File: src/hdl/mbps_pkg.sv
// Shared constants, codes and types of the mash and boil process sequencer.
`default_nettype none
package mbps_pkg;

  localparam int MAX_STEPS        = 6;
  localparam int TICKS_PER_UNIT   = 6000;
  localparam int TICKS_PER_SECOND = 100;

  localparam int FRAC_W  = $clog2(TICKS_PER_SECOND);
  localparam int PRESC_W = $clog2(TICKS_PER_UNIT + 1);
  localparam int IDX_W   = (MAX_STEPS > 1) ? $clog2(MAX_STEPS) : 1;
  localparam int LIM_W   = 5;

  localparam int CFG_IDX_W  = 3;
  localparam int CFG_DATA_W = 8;

  localparam logic [6:0] DUTY_FULL = 7'd100;
  localparam logic [5:0] SIXTY_LAST = 6'd59;
  localparam logic [7:0] ELAPSED_MAX = 8'hFF;

  typedef enum logic [2:0] {
    PH_PREPARE = 3'd0,
    PH_PREHEAT = 3'd1,
    PH_MASH    = 3'd2,
    PH_BOIL    = 3'd3,
    PH_COOL    = 3'd4
  } phase_t;

  typedef enum logic [1:0] {
    ACT_TICK = 2'd0,
    ACT_LOAD = 2'd1,
    ACT_DUTY = 2'd2,
    ACT_NONE = 2'd3
  } action_t;

  typedef enum logic [CFG_IDX_W-1:0] {
    CFG_STEP_COUNT       = 3'd0,
    CFG_PREHEAT_TEMP     = 3'd1,
    CFG_BOIL_DURATION    = 3'd2,
    CFG_PREBOIL_DURATION = 3'd3,
    CFG_BOIL_START_TEMP  = 3'd4
  } cfg_reg_t;

  typedef struct packed {
    logic [2:0] step_count;
    logic [6:0] preheat_temp;
    logic [7:0] boil_duration;
    logic [6:0] boil_start_temp;
  } cfg_t;

  typedef struct packed {
    logic [1:0]        action;
    logic signed [9:0] temp_quarter;
    logic              continue_req;
    logic [2:0]        entry_index;
    logic [6:0]        entry_temp;
    logic [7:0]        entry_duration;
    logic [6:0]        duty_value;
  } item_t;

  typedef struct packed {
    logic [7:0] hours;
    logic [5:0] minutes;
    logic [5:0] seconds;
    logic       heater_on;
  } clk_res_t;

  typedef struct packed {
    phase_t     phase;
    logic [2:0] step;
    logic [6:0] duty;
    logic [6:0] setpoint;
    logic       reached;
    logic [7:0] elapsed;
  } seq_res_t;

endpackage
`default_nettype wire

File: src/hdl/mbps_if.sv
// Request and result channel interfaces of the process sequencer.
`default_nettype none
interface mbps_item_if;
  logic              valid;
  logic              ready;
  logic [1:0]        action;
  logic signed [9:0] temp_quarter;
  logic              continue_req;
  logic [2:0]        entry_index;
  logic [6:0]        entry_temp;
  logic [7:0]        entry_duration;
  logic [6:0]        duty_value;

  modport source(output valid, action, temp_quarter, continue_req, entry_index,
                 entry_temp, entry_duration, duty_value, input ready);
  modport sink(input valid, action, temp_quarter, continue_req, entry_index,
               entry_temp, entry_duration, duty_value, output ready);
endinterface

interface mbps_result_if;
  logic       valid;
  logic       ready;
  logic [2:0] phase;
  logic [2:0] step_now;
  logic       heater_on;
  logic [6:0] heater_duty_now;
  logic [6:0] setpoint;
  logic       target_reached;
  logic [7:0] elapsed_units;
  logic [7:0] clock_hours;
  logic [5:0] clock_minutes;
  logic [5:0] clock_seconds;

  modport source(output valid, phase, step_now, heater_on, heater_duty_now, setpoint,
                 target_reached, elapsed_units, clock_hours, clock_minutes,
                 clock_seconds, input ready);
  modport sink(input valid, phase, step_now, heater_on, heater_duty_now, setpoint,
               target_reached, elapsed_units, clock_hours, clock_minutes,
               clock_seconds, output ready);
endinterface
`default_nettype wire

File: src/hdl/mbps_cfg.sv
// Configuration register file of the process sequencer.
`default_nettype none
module mbps_cfg (
  input  wire logic                           clk,
  input  wire logic                           rst,
  input  wire logic                           cfg_we,
  input  wire logic [mbps_pkg::CFG_IDX_W-1:0]  cfg_index,
  input  wire logic [mbps_pkg::CFG_DATA_W-1:0] cfg_data,
  output mbps_pkg::cfg_t                      cfg
);

  mbps_pkg::cfg_reg_t sel;
  assign sel = mbps_pkg::cfg_reg_t'(cfg_index);

  always_ff @(posedge clk) begin
    if (rst) begin
      cfg.step_count      <= 3'd3;
      cfg.preheat_temp    <= 7'd50;
      cfg.boil_duration   <= 8'd60;
      cfg.boil_start_temp <= 7'd98;
    end else if (cfg_we) begin
      unique case (sel)
        mbps_pkg::CFG_STEP_COUNT:      cfg.step_count      <= cfg_data[2:0];
        mbps_pkg::CFG_PREHEAT_TEMP:    cfg.preheat_temp    <= cfg_data[6:0];
        mbps_pkg::CFG_BOIL_DURATION:   cfg.boil_duration   <= cfg_data[7:0];
        mbps_pkg::CFG_BOIL_START_TEMP: cfg.boil_start_temp <= cfg_data[6:0];
        // gentle boil length is accepted but drives nothing
        mbps_pkg::CFG_PREBOIL_DURATION: ;
        default: ;
      endcase
    end
  end

endmodule
`default_nettype wire

File: src/hdl/mbps_clock.sv
// Running h:m:s clock and slow heater PWM, advanced once per tick.
`default_nettype none
module mbps_clock (
  input  wire logic       clk,
  input  wire logic       rst,
  input  wire logic       tick,
  input  wire logic [6:0] duty,
  output mbps_pkg::clk_res_t nx
);

  localparam int CMP_W = mbps_pkg::FRAC_W + 7;

  logic [mbps_pkg::FRAC_W-1:0] frac, frac_next;
  mbps_pkg::clk_res_t cur;
  logic wrap;

  assign wrap      = frac == mbps_pkg::FRAC_W'(mbps_pkg::TICKS_PER_SECOND - 1);
  assign frac_next = tick ? (wrap ? '0 : frac + 1'b1) : frac;

  always_comb begin
    nx = cur;
    if (tick) begin
      if (wrap) begin
        if (cur.seconds < mbps_pkg::SIXTY_LAST) begin
          nx.seconds = cur.seconds + 6'd1;
        end else begin
          nx.seconds = '0;
          if (cur.minutes < mbps_pkg::SIXTY_LAST) begin
            nx.minutes = cur.minutes + 6'd1;
          end else begin
            nx.minutes = '0;
            nx.hours   = cur.hours + 8'd1;
          end
        end
        nx.heater_on = 1'b1;
      end
      // drop the relay when the fraction meets the duty
      if (CMP_W'(frac_next) == CMP_W'(duty)) nx.heater_on = 1'b0;
    end
  end

  always_ff @(posedge clk) begin
    if (rst) begin
      frac <= '0;
      cur  <= '0;
    end else begin
      frac <= frac_next;
      cur  <= nx;
    end
  end

endmodule
`default_nettype wire

File: src/hdl/mbps_seq.sv
// Phase sequencer: schedule table, unit timer, duty and setpoint.
`default_nettype none
module mbps_seq (
  input  wire logic            clk,
  input  wire logic            rst,
  input  wire logic            tick,
  input  wire logic            load,
  input  wire logic            set_duty,
  input  mbps_pkg::item_t      item,
  input  mbps_pkg::cfg_t       cfg,
  output mbps_pkg::seq_res_t   nx_out,
  output logic [6:0]           duty_now
);

  localparam int LW = mbps_pkg::LIM_W;

  mbps_pkg::seq_res_t cur, nx;
  logic [mbps_pkg::PRESC_W-1:0] presc, presc_next, presc_inc;
  logic [14:0] sched [mbps_pkg::MAX_STEPS];
  logic [14:0] cur_entry, nx_entry;
  logic [LW-1:0] limit;
  logic signed [10:0] temp_x, step_goal, boil_goal;
  logic idx_ok;

  assign duty_now  = cur.duty;
  assign cur_entry = sched[mbps_pkg::IDX_W'(cur.step)];
  assign nx_entry  = sched[mbps_pkg::IDX_W'(nx.step)];
  assign limit     = (LW'(cfg.step_count) > LW'(mbps_pkg::MAX_STEPS)) ?
                     LW'(mbps_pkg::MAX_STEPS) : LW'(cfg.step_count);
  assign presc_inc = presc + 1'b1;
  assign temp_x    = {item.temp_quarter[9], item.temp_quarter};
  assign step_goal = $signed({2'b00, cur_entry[14:8], 2'b00});
  assign boil_goal = $signed({2'b00, cfg.boil_start_temp, 2'b00});
  assign idx_ok    = LW'(item.entry_index) < LW'(mbps_pkg::MAX_STEPS);

  always_comb begin
    nx         = cur;
    presc_next = presc;
    if (set_duty) begin
      nx.duty = (item.duty_value > mbps_pkg::DUTY_FULL) ? mbps_pkg::DUTY_FULL
                                                        : item.duty_value;
    end
    if (tick) begin
      // unit timer runs ahead of the phase decisions
      if (cur.reached) begin
        if (presc_inc == mbps_pkg::PRESC_W'(mbps_pkg::TICKS_PER_UNIT)) begin
          presc_next = '0;
          if (cur.elapsed != mbps_pkg::ELAPSED_MAX) nx.elapsed = cur.elapsed + 8'd1;
        end else begin
          presc_next = presc_inc;
        end
      end
      unique case (cur.phase)
        mbps_pkg::PH_PREHEAT: begin
          nx.setpoint = cfg.preheat_temp;
          if (item.continue_req) begin
            nx.phase   = mbps_pkg::PH_MASH;
            nx.step    = '0;
            nx.reached = 1'b0;
            nx.elapsed = '0;
            presc_next = '0;
          end
        end
        mbps_pkg::PH_MASH: begin
          if (cur.reached) begin
            if (nx.elapsed >= cur_entry[7:0]) begin
              nx.reached = 1'b0;
              nx.elapsed = '0;
              presc_next = '0;
              if (LW'(cur.step) + LW'(1) < limit) nx.step = cur.step + 3'd1;
              else nx.phase = mbps_pkg::PH_BOIL;
            end
          end else if (temp_x >= step_goal) begin
            nx.reached = 1'b1;
            nx.elapsed = '0;
            presc_next = '0;
          end
        end
        mbps_pkg::PH_BOIL: begin
          if (cur.reached) begin
            if (nx.elapsed >= cfg.boil_duration) nx.phase = mbps_pkg::PH_COOL;
          end else if (temp_x < boil_goal) begin
            nx.duty = mbps_pkg::DUTY_FULL;
          end else begin
            nx.reached = 1'b1;
            nx.elapsed = '0;
            presc_next = '0;
          end
        end
        default: ;
      endcase
    end
  end

  // setpoint follows the phase the tick leaves behind
  always_comb begin
    nx_out = nx;
    if (tick && nx.phase == mbps_pkg::PH_MASH) nx_out.setpoint = nx_entry[14:8];
    else if (tick && nx.phase == mbps_pkg::PH_BOIL) nx_out.setpoint = cfg.boil_start_temp;
  end

  always_ff @(posedge clk) begin
    if (load && idx_ok) begin
      sched[mbps_pkg::IDX_W'(item.entry_index)] <= {item.entry_temp, item.entry_duration};
    end
  end

  always_ff @(posedge clk) begin
    if (rst) begin
      cur.phase    <= mbps_pkg::PH_PREHEAT;
      cur.step     <= '0;
      cur.duty     <= '0;
      cur.setpoint <= '0;
      cur.reached  <= 1'b0;
      cur.elapsed  <= '0;
      presc        <= '0;
    end else begin
      cur   <= nx_out;
      presc <= presc_next;
    end
  end

endmodule
`default_nettype wire

File: src/hdl/mash_boil_process_sequencer.sv
// Top level of the mash and boil process sequencer.
//
//   channel   role     carries
//   item      sink     tick, schedule-entry load, duty set or no-op, with temperature
//   result    source   phase, step, heater, setpoint, timer and h:m:s clock
//   cfg_*     write    step count, preheat, boil and preboil settings
//
// One request per cycle sustained while results are taken. A request is held
// in the input register, then its state update lands in the result register.
// Reset clears the control state, phase goes to preheat; the schedule table
// is not cleared. A stalled result holds the result register and the input
// register behind it; one more request fits.
`default_nettype none
module mash_boil_process_sequencer (
  input  wire logic                            clk,
  input  wire logic                            rst,
  mbps_item_if.sink                            item,
  mbps_result_if.source                        result,
  input  wire logic                            cfg_we,
  input  wire logic [mbps_pkg::CFG_IDX_W-1:0]  cfg_index,
  input  wire logic [mbps_pkg::CFG_DATA_W-1:0] cfg_data
);

  mbps_pkg::item_t    hold;
  mbps_pkg::cfg_t     cfg;
  mbps_pkg::clk_res_t clk_nx;
  mbps_pkg::seq_res_t seq_nx;
  logic [6:0] seq_duty;
  logic hold_valid, out_free, adv, tick, load, set_duty;

  assign out_free   = !result.valid || result.ready;
  assign adv        = hold_valid && out_free;
  assign item.ready = !hold_valid || out_free;

  assign tick     = adv && hold.action == mbps_pkg::ACT_TICK;
  assign load     = adv && hold.action == mbps_pkg::ACT_LOAD;
  assign set_duty = adv && hold.action == mbps_pkg::ACT_DUTY;

  always_ff @(posedge clk) begin
    if (rst) begin
      hold_valid <= 1'b0;
    end else if (item.ready) begin
      hold_valid <= item.valid;
    end
    if (item.valid && item.ready) begin
      hold.action         <= item.action;
      hold.temp_quarter   <= item.temp_quarter;
      hold.continue_req   <= item.continue_req;
      hold.entry_index    <= item.entry_index;
      hold.entry_temp     <= item.entry_temp;
      hold.entry_duration <= item.entry_duration;
      hold.duty_value     <= item.duty_value;
    end
  end

  mbps_cfg u_cfg (
    .clk, .rst, .cfg_we, .cfg_index, .cfg_data, .cfg
  );

  // the relay compares against the duty held before this tick
  mbps_clock u_clock (
    .clk, .rst, .tick, .duty(seq_duty), .nx(clk_nx)
  );

  mbps_seq u_seq (
    .clk, .rst, .tick, .load, .set_duty, .item(hold), .cfg, .nx_out(seq_nx),
    .duty_now(seq_duty)
  );

  always_ff @(posedge clk) begin
    if (rst) begin
      result.valid <= 1'b0;
    end else if (out_free) begin
      result.valid <= hold_valid;
    end
    if (adv) begin
      result.phase           <= seq_nx.phase;
      result.step_now        <= seq_nx.step;
      result.heater_on       <= clk_nx.heater_on;
      result.heater_duty_now <= seq_nx.duty;
      result.setpoint        <= seq_nx.setpoint;
      result.target_reached  <= seq_nx.reached;
      result.elapsed_units   <= seq_nx.elapsed;
      result.clock_hours     <= clk_nx.hours;
      result.clock_minutes   <= clk_nx.minutes;
      result.clock_seconds   <= clk_nx.seconds;
    end
  end

`ifndef SYNTHESIS
  a_advance_gives_result: assert property (@(posedge clk) disable iff (rst)
    adv |=> result.valid)
    else $error("request in the input register did not reach the result register");

  a_elapsed_needs_reached: assert property (@(posedge clk) disable iff (rst)
    (adv && seq_nx.elapsed != 8'd0) |-> seq_nx.reached)
    else $error("unit timer running without target reached");

  a_step_in_range: assert property (@(posedge clk) disable iff (rst)
    adv |-> (5'(seq_nx.step) < 5'(mbps_pkg::MAX_STEPS)))
    else $error("mash step index out of range");

  a_duty_in_range: assert property (@(posedge clk) disable iff (rst)
    adv |-> (seq_nx.duty <= mbps_pkg::DUTY_FULL))
    else $error("heater duty above full scale");
`endif

endmodule
`default_nettype wire

File: src/flat_wrapper.sv
// flat-port wrapper written by rule: the top's interface ports become plain ports
module mash_boil_process_sequencer_flat 
  (clk, rst, cfg_we, cfg_index, cfg_data, item_valid, item_action, item_temp_quarter, item_continue_req, item_entry_index, item_entry_temp, item_entry_duration, item_duty_value, item_ready, result_valid, result_phase, result_step_now, result_heater_on, result_heater_duty_now, result_setpoint, result_target_reached, result_elapsed_units, result_clock_hours, result_clock_minutes, result_clock_seconds, result_ready);
  mbps_item_if item_i ();
  mbps_result_if result_i ();
  input  wire logic clk;
  input  wire logic rst;
  input  wire logic cfg_we;
  input  wire logic [mbps_pkg::CFG_IDX_W-1:0] cfg_index;
  input  wire logic [mbps_pkg::CFG_DATA_W-1:0] cfg_data;
  input wire logic [$bits(item_i.valid)-1:0] item_valid;
  input wire logic [$bits(item_i.action)-1:0] item_action;
  input wire logic [$bits(item_i.temp_quarter)-1:0] item_temp_quarter;
  input wire logic [$bits(item_i.continue_req)-1:0] item_continue_req;
  input wire logic [$bits(item_i.entry_index)-1:0] item_entry_index;
  input wire logic [$bits(item_i.entry_temp)-1:0] item_entry_temp;
  input wire logic [$bits(item_i.entry_duration)-1:0] item_entry_duration;
  input wire logic [$bits(item_i.duty_value)-1:0] item_duty_value;
  output wire logic [$bits(item_i.ready)-1:0] item_ready;
  output wire logic [$bits(result_i.valid)-1:0] result_valid;
  output wire logic [$bits(result_i.phase)-1:0] result_phase;
  output wire logic [$bits(result_i.step_now)-1:0] result_step_now;
  output wire logic [$bits(result_i.heater_on)-1:0] result_heater_on;
  output wire logic [$bits(result_i.heater_duty_now)-1:0] result_heater_duty_now;
  output wire logic [$bits(result_i.setpoint)-1:0] result_setpoint;
  output wire logic [$bits(result_i.target_reached)-1:0] result_target_reached;
  output wire logic [$bits(result_i.elapsed_units)-1:0] result_elapsed_units;
  output wire logic [$bits(result_i.clock_hours)-1:0] result_clock_hours;
  output wire logic [$bits(result_i.clock_minutes)-1:0] result_clock_minutes;
  output wire logic [$bits(result_i.clock_seconds)-1:0] result_clock_seconds;
  input wire logic [$bits(result_i.ready)-1:0] result_ready;
  assign item_i.valid = item_valid;
  assign item_i.action = item_action;
  assign item_i.temp_quarter = item_temp_quarter;
  assign item_i.continue_req = item_continue_req;
  assign item_i.entry_index = item_entry_index;
  assign item_i.entry_temp = item_entry_temp;
  assign item_i.entry_duration = item_entry_duration;
  assign item_i.duty_value = item_duty_value;
  assign item_ready = item_i.ready;
  assign result_valid = result_i.valid;
  assign result_phase = result_i.phase;
  assign result_step_now = result_i.step_now;
  assign result_heater_on = result_i.heater_on;
  assign result_heater_duty_now = result_i.heater_duty_now;
  assign result_setpoint = result_i.setpoint;
  assign result_target_reached = result_i.target_reached;
  assign result_elapsed_units = result_i.elapsed_units;
  assign result_clock_hours = result_i.clock_hours;
  assign result_clock_minutes = result_i.clock_minutes;
  assign result_clock_seconds = result_i.clock_seconds;
  assign result_i.ready = result_ready;
  mash_boil_process_sequencer u_core (.clk(clk), .rst(rst), .item(item_i), .result(result_i), .cfg_we(cfg_we), .cfg_index(cfg_index), .cfg_data(cfg_data));
endmodule
File: config.mk
export PLATFORM = sky130hd
export DESIGN_NAME = mash_boil_process_sequencer_flat
export DESIGN_NICKNAME = d
export VERILOG_FILES = /design/src/hdl/mbps_pkg.sv /design/src/hdl/mbps_if.sv /design/src/hdl/mbps_cfg.sv /design/src/hdl/mbps_clock.sv /design/src/hdl/mbps_seq.sv /design/src/hdl/mash_boil_process_sequencer.sv /design/src/flat_wrapper.sv
export SDC_FILE = /design/constraint.sdc
export NUM_CORES = 1
export LEC_CHECK = 0
export BUFFER_PORTS_ARGS = -buffer_cell sky130_fd_sc_hd__buf_2
export CORE_ASPECT_RATIO = 1.2
export CORE_MARGIN = 4
export CORE_UTILIZATION = 60
export DETAILED_ROUTE_END_ITERATION = 8
export GPL_TIMING_DRIVEN = 0
export PLACE_DENSITY = 0.9
export RECOVER_POWER = 25
export SYNTH_ARGS = -nofsm -noshare
export SYNTH_HDL_FRONTEND = slang
export SYNTH_SLANG_ARGS = --single-unit
File: constraint.sdc
create_clock -name clk -period 5.85 [get_ports clk]
set_input_delay 0.585 -clock clk [delete_from_list [all_inputs] [get_ports clk]]
set_output_delay 0.585 -clock clk [all_outputs]
set_load 0.02 [all_outputs]
=== Word-level counts from Yosys, hierarchy flattened ===
Memory sizes are Yosys's and may differ from the RTL's. A register that Yosys moved wholly into a read port is not among the register bits.
Cells that the tools add are included.

* Flip-flop bits (word level): 185
* Bits in writable memories: 90
* Bits of input ports: 54
* Output and inout port bits: 52
* Word-level logic and storage cells: 137
* Memories: 1

* Add/sub/neg operators: 8
* $lt $le $gt $ge: 10
* Equal/unequal tests: 14
* Multiplexer cells: 51
* Reductions and logical operators: 18

{| class="wikitable"
|+ Memories
! memory !! depth !! width !! rd ports !! clocked after memory_dff !! wr ports !! RTL line !! RTL
|-
| u_core.u_seq.sched || 6 || 15 || 2 || 1 || 1 || mbps_seq.sv:19 || <nowiki>logic [14:0] sched [mbps_pkg::MAX_STEPS];</nowiki>
|}

{| class="wikitable"
|+ Operators by type and width
! cell !! count
|-
| 2-to-1 mux 13 bit || 8
|-
| 2-to-1 mux 7 bit || 10
|-
| 2-to-1 mux 9 bit || 6
|-
| 2-to-1 mux 21 bit || 2
|-
| 2-to-1 mux 8 bit || 5
|-
| one-hot mux 13 bit (3 select lines) || 1
|-
| 2-to-1 mux 6 bit || 5
|-
| 2-to-1 mux 29 bit || 1
|-
| one-hot mux 9 bit (3 select lines) || 1
|-
| 2-to-1 mux 3 bit || 6
|-
| adder 8 x 1 -> 8 bit, second input constant || 2
|-
| greater-or-equal comparator 8 bit || 2
|-
| equality test 3 x 2 -> 1 bit, second input constant || 5
|-
| 2-to-1 mux 14 bit || 1
|-
| adder 13 x 1 -> 13 bit, second input constant || 1
|-
| equality test 13 bit, second input constant || 1
|-
| adder 6 x 1 -> 6 bit, second input constant || 2
|-
| less-than comparator 6 bit, second input constant || 2
|-
| greater-or-equal comparator 10 bit || 1
|-
| less-than comparator 10 bit || 1
|-
| one-hot mux 3 bit (3 select lines) || 1
|-
| logical AND 1 bit || 8
|-
| inequality test 8 bit, second input constant || 1
|-
| AND reduction 2 bit || 4
|-
| 19 further kinds || 24
|}

=== Depth between registers and ports, before layout ===
* Depth in word-level cells: 14
* Depth in mapped cells: 22
* Gate-level depth less buffers: 19

=== Modules after synthesis ===
Synthesis repeated with hierarchy kept, for this count alone.

* Cell total of the unflattened synthesis: 1,102
* Area total of the unflattened synthesis: 12,858.6 sq um

{| class="wikitable"
|+ Modules (own cells, without submodules)
! module !! times used !! cells an instance !! area each (sq um) !! sequential area each (sq um)
|-
| mbps_seq || 1 || 711 || 7,325.8 || 3,543.4
|-
| mash_boil_process_sequencer || 1 || 100 || 2,770.2 || 2,682.6
|-
| mbps_clock || 1 || 191 || 1,710.4 || 560.5
|-
| mbps_cfg || 1 || 100 || 1,052.3 || 500.5
|}

=== Worst setup path before layout ===
OpenSTA, ideal clock, no wires.

* Path kind: register -> register
* Start: register u_core.u_seq.presc[0] (netlist bit)
* End: register u_core.result.setpoint[2] (data pin)
* Library setup time: 0.271 ns
* Data arrival time: 4.576 ns
* Data required time: 5.579 ns
* Setup slack: 1.003 ns
* Cell stages (with the launch flop): 22
* Buffers on the path: 3
* Clock period less this slack: 4.847 ns
* Path through: dfxtp_1 > ha_1 > and4_4 > and3b_1 > o211ai_2 > nor3_1 > clkbuf_1 > nand4_1 > nor2_1 > mux2_2 > ha_1 > o21ai_0 > a21oi_1 > and4_1 > a31oi_4 > a21o_1 > buf_6 > a21oi_4 > buf_6 > mux2_4 > o221ai_2 > a21oi_1

{| class="wikitable"
|+ RTL lines
! what !! RTL line !! RTL
|-
| start, declared || mbps_seq.sv:18 || <nowiki>logic [mbps_pkg::PRESC_W-1:0] presc, presc_next, presc_inc;</nowiki>
|-
| start signal, assigned || mbps_seq.sv:119 || <nowiki>presc <= presc_next;</nowiki>
|-
| end, declared || mbps_if.sv:34 || <nowiki>modport source(output valid, phase, step_now, heater_on, heater_duty_now, setpoint,</nowiki>
|}

==> metrics.txt <==
Fill cells=1348; Core Area=a little over 20000 um^2; kind of cell adding the most delay to the critical path=compound AO/OA/AOI/OAI gates; Post-Layout Cell Count=1479; GRT busiest layer=met2; Worst Hold Margin=205.2 ps; WHS Path Cells=1; crit path DAT=5830 ps; clock root buffer=clkbuf_16; Die Span X=139.7 um; largest net degree at the start of global routing=42; synth warn=0; CP startpoint kind=register; sw frac=21.72%; pwr dens=288.5 nW/um^2; worst min-delay path class=primary input to register; post-DR wirelength/cell=19.67 um; post-synthesis cell type count=just over 90; layout cell share with drive strength beyond 1=20.18%; top_reg_cell synth=edfxtp_1; Clk pwr share=44.4%; vias post-DR=around 9000; initial cell density of the core=61.42%; first drt pass iteration count=7; NetSw=900.8 uW; Post-synth EDFFs=178; Final Max Tran Viols=0; dpl ws=-87.55 ps; initial antenna violation count=0; most frequent CP cell=buf_6; Placer Congestion=0.9669; flops & latches, synth=about 280; Final ANT Viol Nets=0; net count after synthesis=1144; Worst Setup End Kind=register; CTS tree=yes; vias in the first global route=9190; Mean Syn Cell Area=11.84 um^2; P_int=3247 uW; synthesized cell area=12480 um^2; Final WS setup=286.2 ps; Tightest Pin Transition=1221 ps; Data required, critical path=6120 ps; Vias per Instance=6.105; H-tree depth=1; status=complete, no violations; drt initial violations=688; crit-path max cell delay=roughly 430 ps; Residual DRC=0; clk_skew=15.43 ps; ant diodes=0; static leakage power=0.005313 uW; grt ovf=0; Seq/Total Area, Yosys=58.37%; Final Power=4148 uW; clk sinks=275; final setup violation count=0; CP Max Fanout=10; RSZ-0062 raised after global routing=false; Final Cycle Share=95.11%; global-route wire length before repair=46700 um; WP buf/inv=3; hpwl dp=20540 um; clk_lat worst skew=550 ps; Final Hold Fails=0; Max transition margin=roughly 18%; placed insts=roughly 1400; Total Wirelength=29100 um; VDD IR max=261.5 uV; fin area=14380 um^2; ys async rst share=0%; I/O Pins=between 100 and 150; CP Depth=21; CP Cell Sequence=ha_2 -> and4_4 -> and3b_1 -> o211ai_2 -> nor3_1 -> clkbuf_2 -> nand4_1 -> nor2_1 -> mux2_2 -> ha_1 -> o21ai_0 -> a21oi_2 -> and4_1 -> a31oi_4 -> a21o_1 -> buf_6 -> a21oi_4 -> buf_6 -> mux2_1 -> o221ai_2 -> a21oi_1; placed instance area=13410 um^2; Worst-path clk slew=70 ps; Reg2Reg Depth=21; met3 GRT Util=under 10%; sequential share of power=51.5%; Slowest cell on crit path=dfxtp_1; crit path kind=register to register; nets=1283; max_cap viols=0; row cnt=57; Die Span Y=about 170 um; IO buf count=105; clock buffer count from CTS=27; Die Area=23190 um^2; f_max=0.1797 GHz; Syn Inst Count=1054; All-Layer GR Usage=between 20% and 30%; Max clock buf depth=3; met2 usage=43.23%; Comb pwr share=4.1%; area grow syn2layout=15.19%; met1 Use GR=just under 30%; min Tclk post-route=5564 ps
==> layout make-up <==
class | instances | area [um^2] | share of cell area, %
plain buffers | 44 | 207.7 | 1.444
clock buffers | 29 | 683.2 | 4.751
clock inverters | 21 | 267.8 | 1.862
inverters | 32 | 120.1 | 0.8354
multi-input cells | 703 | 4900 | 34.08
flip-flops and latches | 275 | 7288 | 50.69
well taps | 265 | 331.6 | 2.306
repair buffers | 110 | 580.6 | 4.038
==> layout by cell type, fill, tap and decap left out, drive strengths merged, types with 8 or more instances in the layout <==
cell | Yosys | routed
edfxtp | 178 | 178
buf | 18 | 124
nand2 | 121 | 121
dfxtp | 97 | 97
nor2 | 73 | 73
a21oi | 58 | 58
clkbuf | 26 | 58
o21ai | 55 | 55
nand3 | 39 | 39
ha | 36 | 36
inv | 32 | 35
mux2i | 33 | 33
and2 | 31 | 31
nor3 | 23 | 23
a211oi | 18 | 18
mux2 | 18 | 18
mux4 | 15 | 15
and3 | 12 | 12
xnor2 | 12 | 12
o31ai | 12 | 12
xor2 | 12 | 12
o211ai | 12 | 12
nand2b | 10 | 10
nand4 | 9 | 9
a21o | 8 | 8
a31oi | 8 | 8
==> final timing paths <==
path / startpoint / to / slack, ps
max: u_core.u_seq.presc[1] / u_core.result.setpoint[5] / 290
min: item_action[0] / u_core.hold[36] / 210
max reg2reg: u_core.u_seq.presc[1] / u_core.result.setpoint[5] / 290
min reg2reg: u_core.u_clock.frac[1] / u_core.u_clock.frac[1] / 480
==> layer usage <==
layer  vias to the layer above  routed length [um]
met4                         0                1268
met5                         -                   0
met1                      4309               10980
met3                        99                1985
met2                       408               14860
li1                       4213                   -
==> registers in the layout (all words and copies together), names as in the netlist <==
name                           count
u_core.u_seq.sched                90
u_core.hold_valid                  1
u_core.result.clock_hours          8
u_core.result.heater_duty_now      7
u_core.result.phase                3
u_core.result.elapsed_units        8
u_core.result.valid                1
u_core.result.setpoint             7
u_core.u_clock.frac                7
u_core.result.clock_seconds        6
u_core.u_seq.duty_now              7
u_core.result.heater_on            1
u_core.result.step_now             3
u_core.result.clock_minutes        6
u_core.u_seq.cur                  22
u_core.hold                       38
u_core.result.target_reached       1
u_core.u_seq.presc                13
u_core.u_cfg.cfg                  25
u_core.u_clock.cur                21
==> cells in the mapped netlist, types with 15 or more instances <==
master | number | area, um^2
nor3_1 | 21 | 105.1
nand2_1 | 121 | 454.2
inv_1 | 32 | 120.1
mux2i_1 | 33 | 330.3
edfxtp_1 | 178 | 5345
nor2_1 | 72 | 270.3
ha_1 | 36 | 450.4
nand3_1 | 37 | 185.2
a211oi_1 | 17 | 127.6
dfxtp_1 | 97 | 1942
a21oi_1 | 56 | 280.3
and2_1 | 30 | 187.7
o21ai_0 | 53 | 265.3
clkbuf_1 | 26 | 97.59
mux4_2 | 15 | 337.8
==> worst register-to-register path: stages (launching register included) <==
cell and delay [ps]:
dfxtp_1 430, ha_2 290, and4_4 280, and3b_1 200, o211ai_2 160, nor3_1 270, clkbuf_2 270, nand4_1 140
nor2_1 130, mux2_2 380, ha_1 320, o21ai_0 110, a21oi_2 220, and4_1 260, a31oi_4 150, a21o_1 230
buf_6 140, a21oi_4 300, buf_6 240, mux2_1 380, o221ai_2 230, a21oi_1 180
==> stage by stage <==
stage	utilization [%]	setup TNS, ps
after floorplan	-	0
after global placement	65.63	0
after detailed placement	65.97	-170.7
after CTS	70.66	0
after global routing	70.74	0
final	70.74	0
==> power groups by stage <==
stage / clock network, uW / logic (uW) / registers, uW
after global routing: 1950 / 183 / 2140
after CTS: 1860 / 169 / 2140
after detailed placement: 0 / 167 / 2180
after global placement: 0 / 161 / 2180
final: 1840 / 170 / 2140
after floorplan: 0 / 72.7 / 2190
==> cells by family (layout without fill, tap and decap cells) <==
group / after synthesis / count (layout) / share of synthesized area [%]
adder cells (fa/ha/maj): 37 / 37 / 3.688
multiplexers: 66 / 66 / 7.187
XOR/XNOR: 24 / 24 / 1.744
flip-flops: 275 / 275 / 58.37
AO/OA/AOI/OAI: 217 / 217 / 12.04
buffers and inverters: 76 / 236 / 2.536
AND/OR/NAND/NOR: 359 / 359 / 14.43
==> timing repair <==
action,4_1_cts,5_1_grt
buffers inserted,0,0
hold buffers,0,0
resized for setup,1,10
endpoints found under the setup margin,9,14
Power figures use the tool's default switching activity.
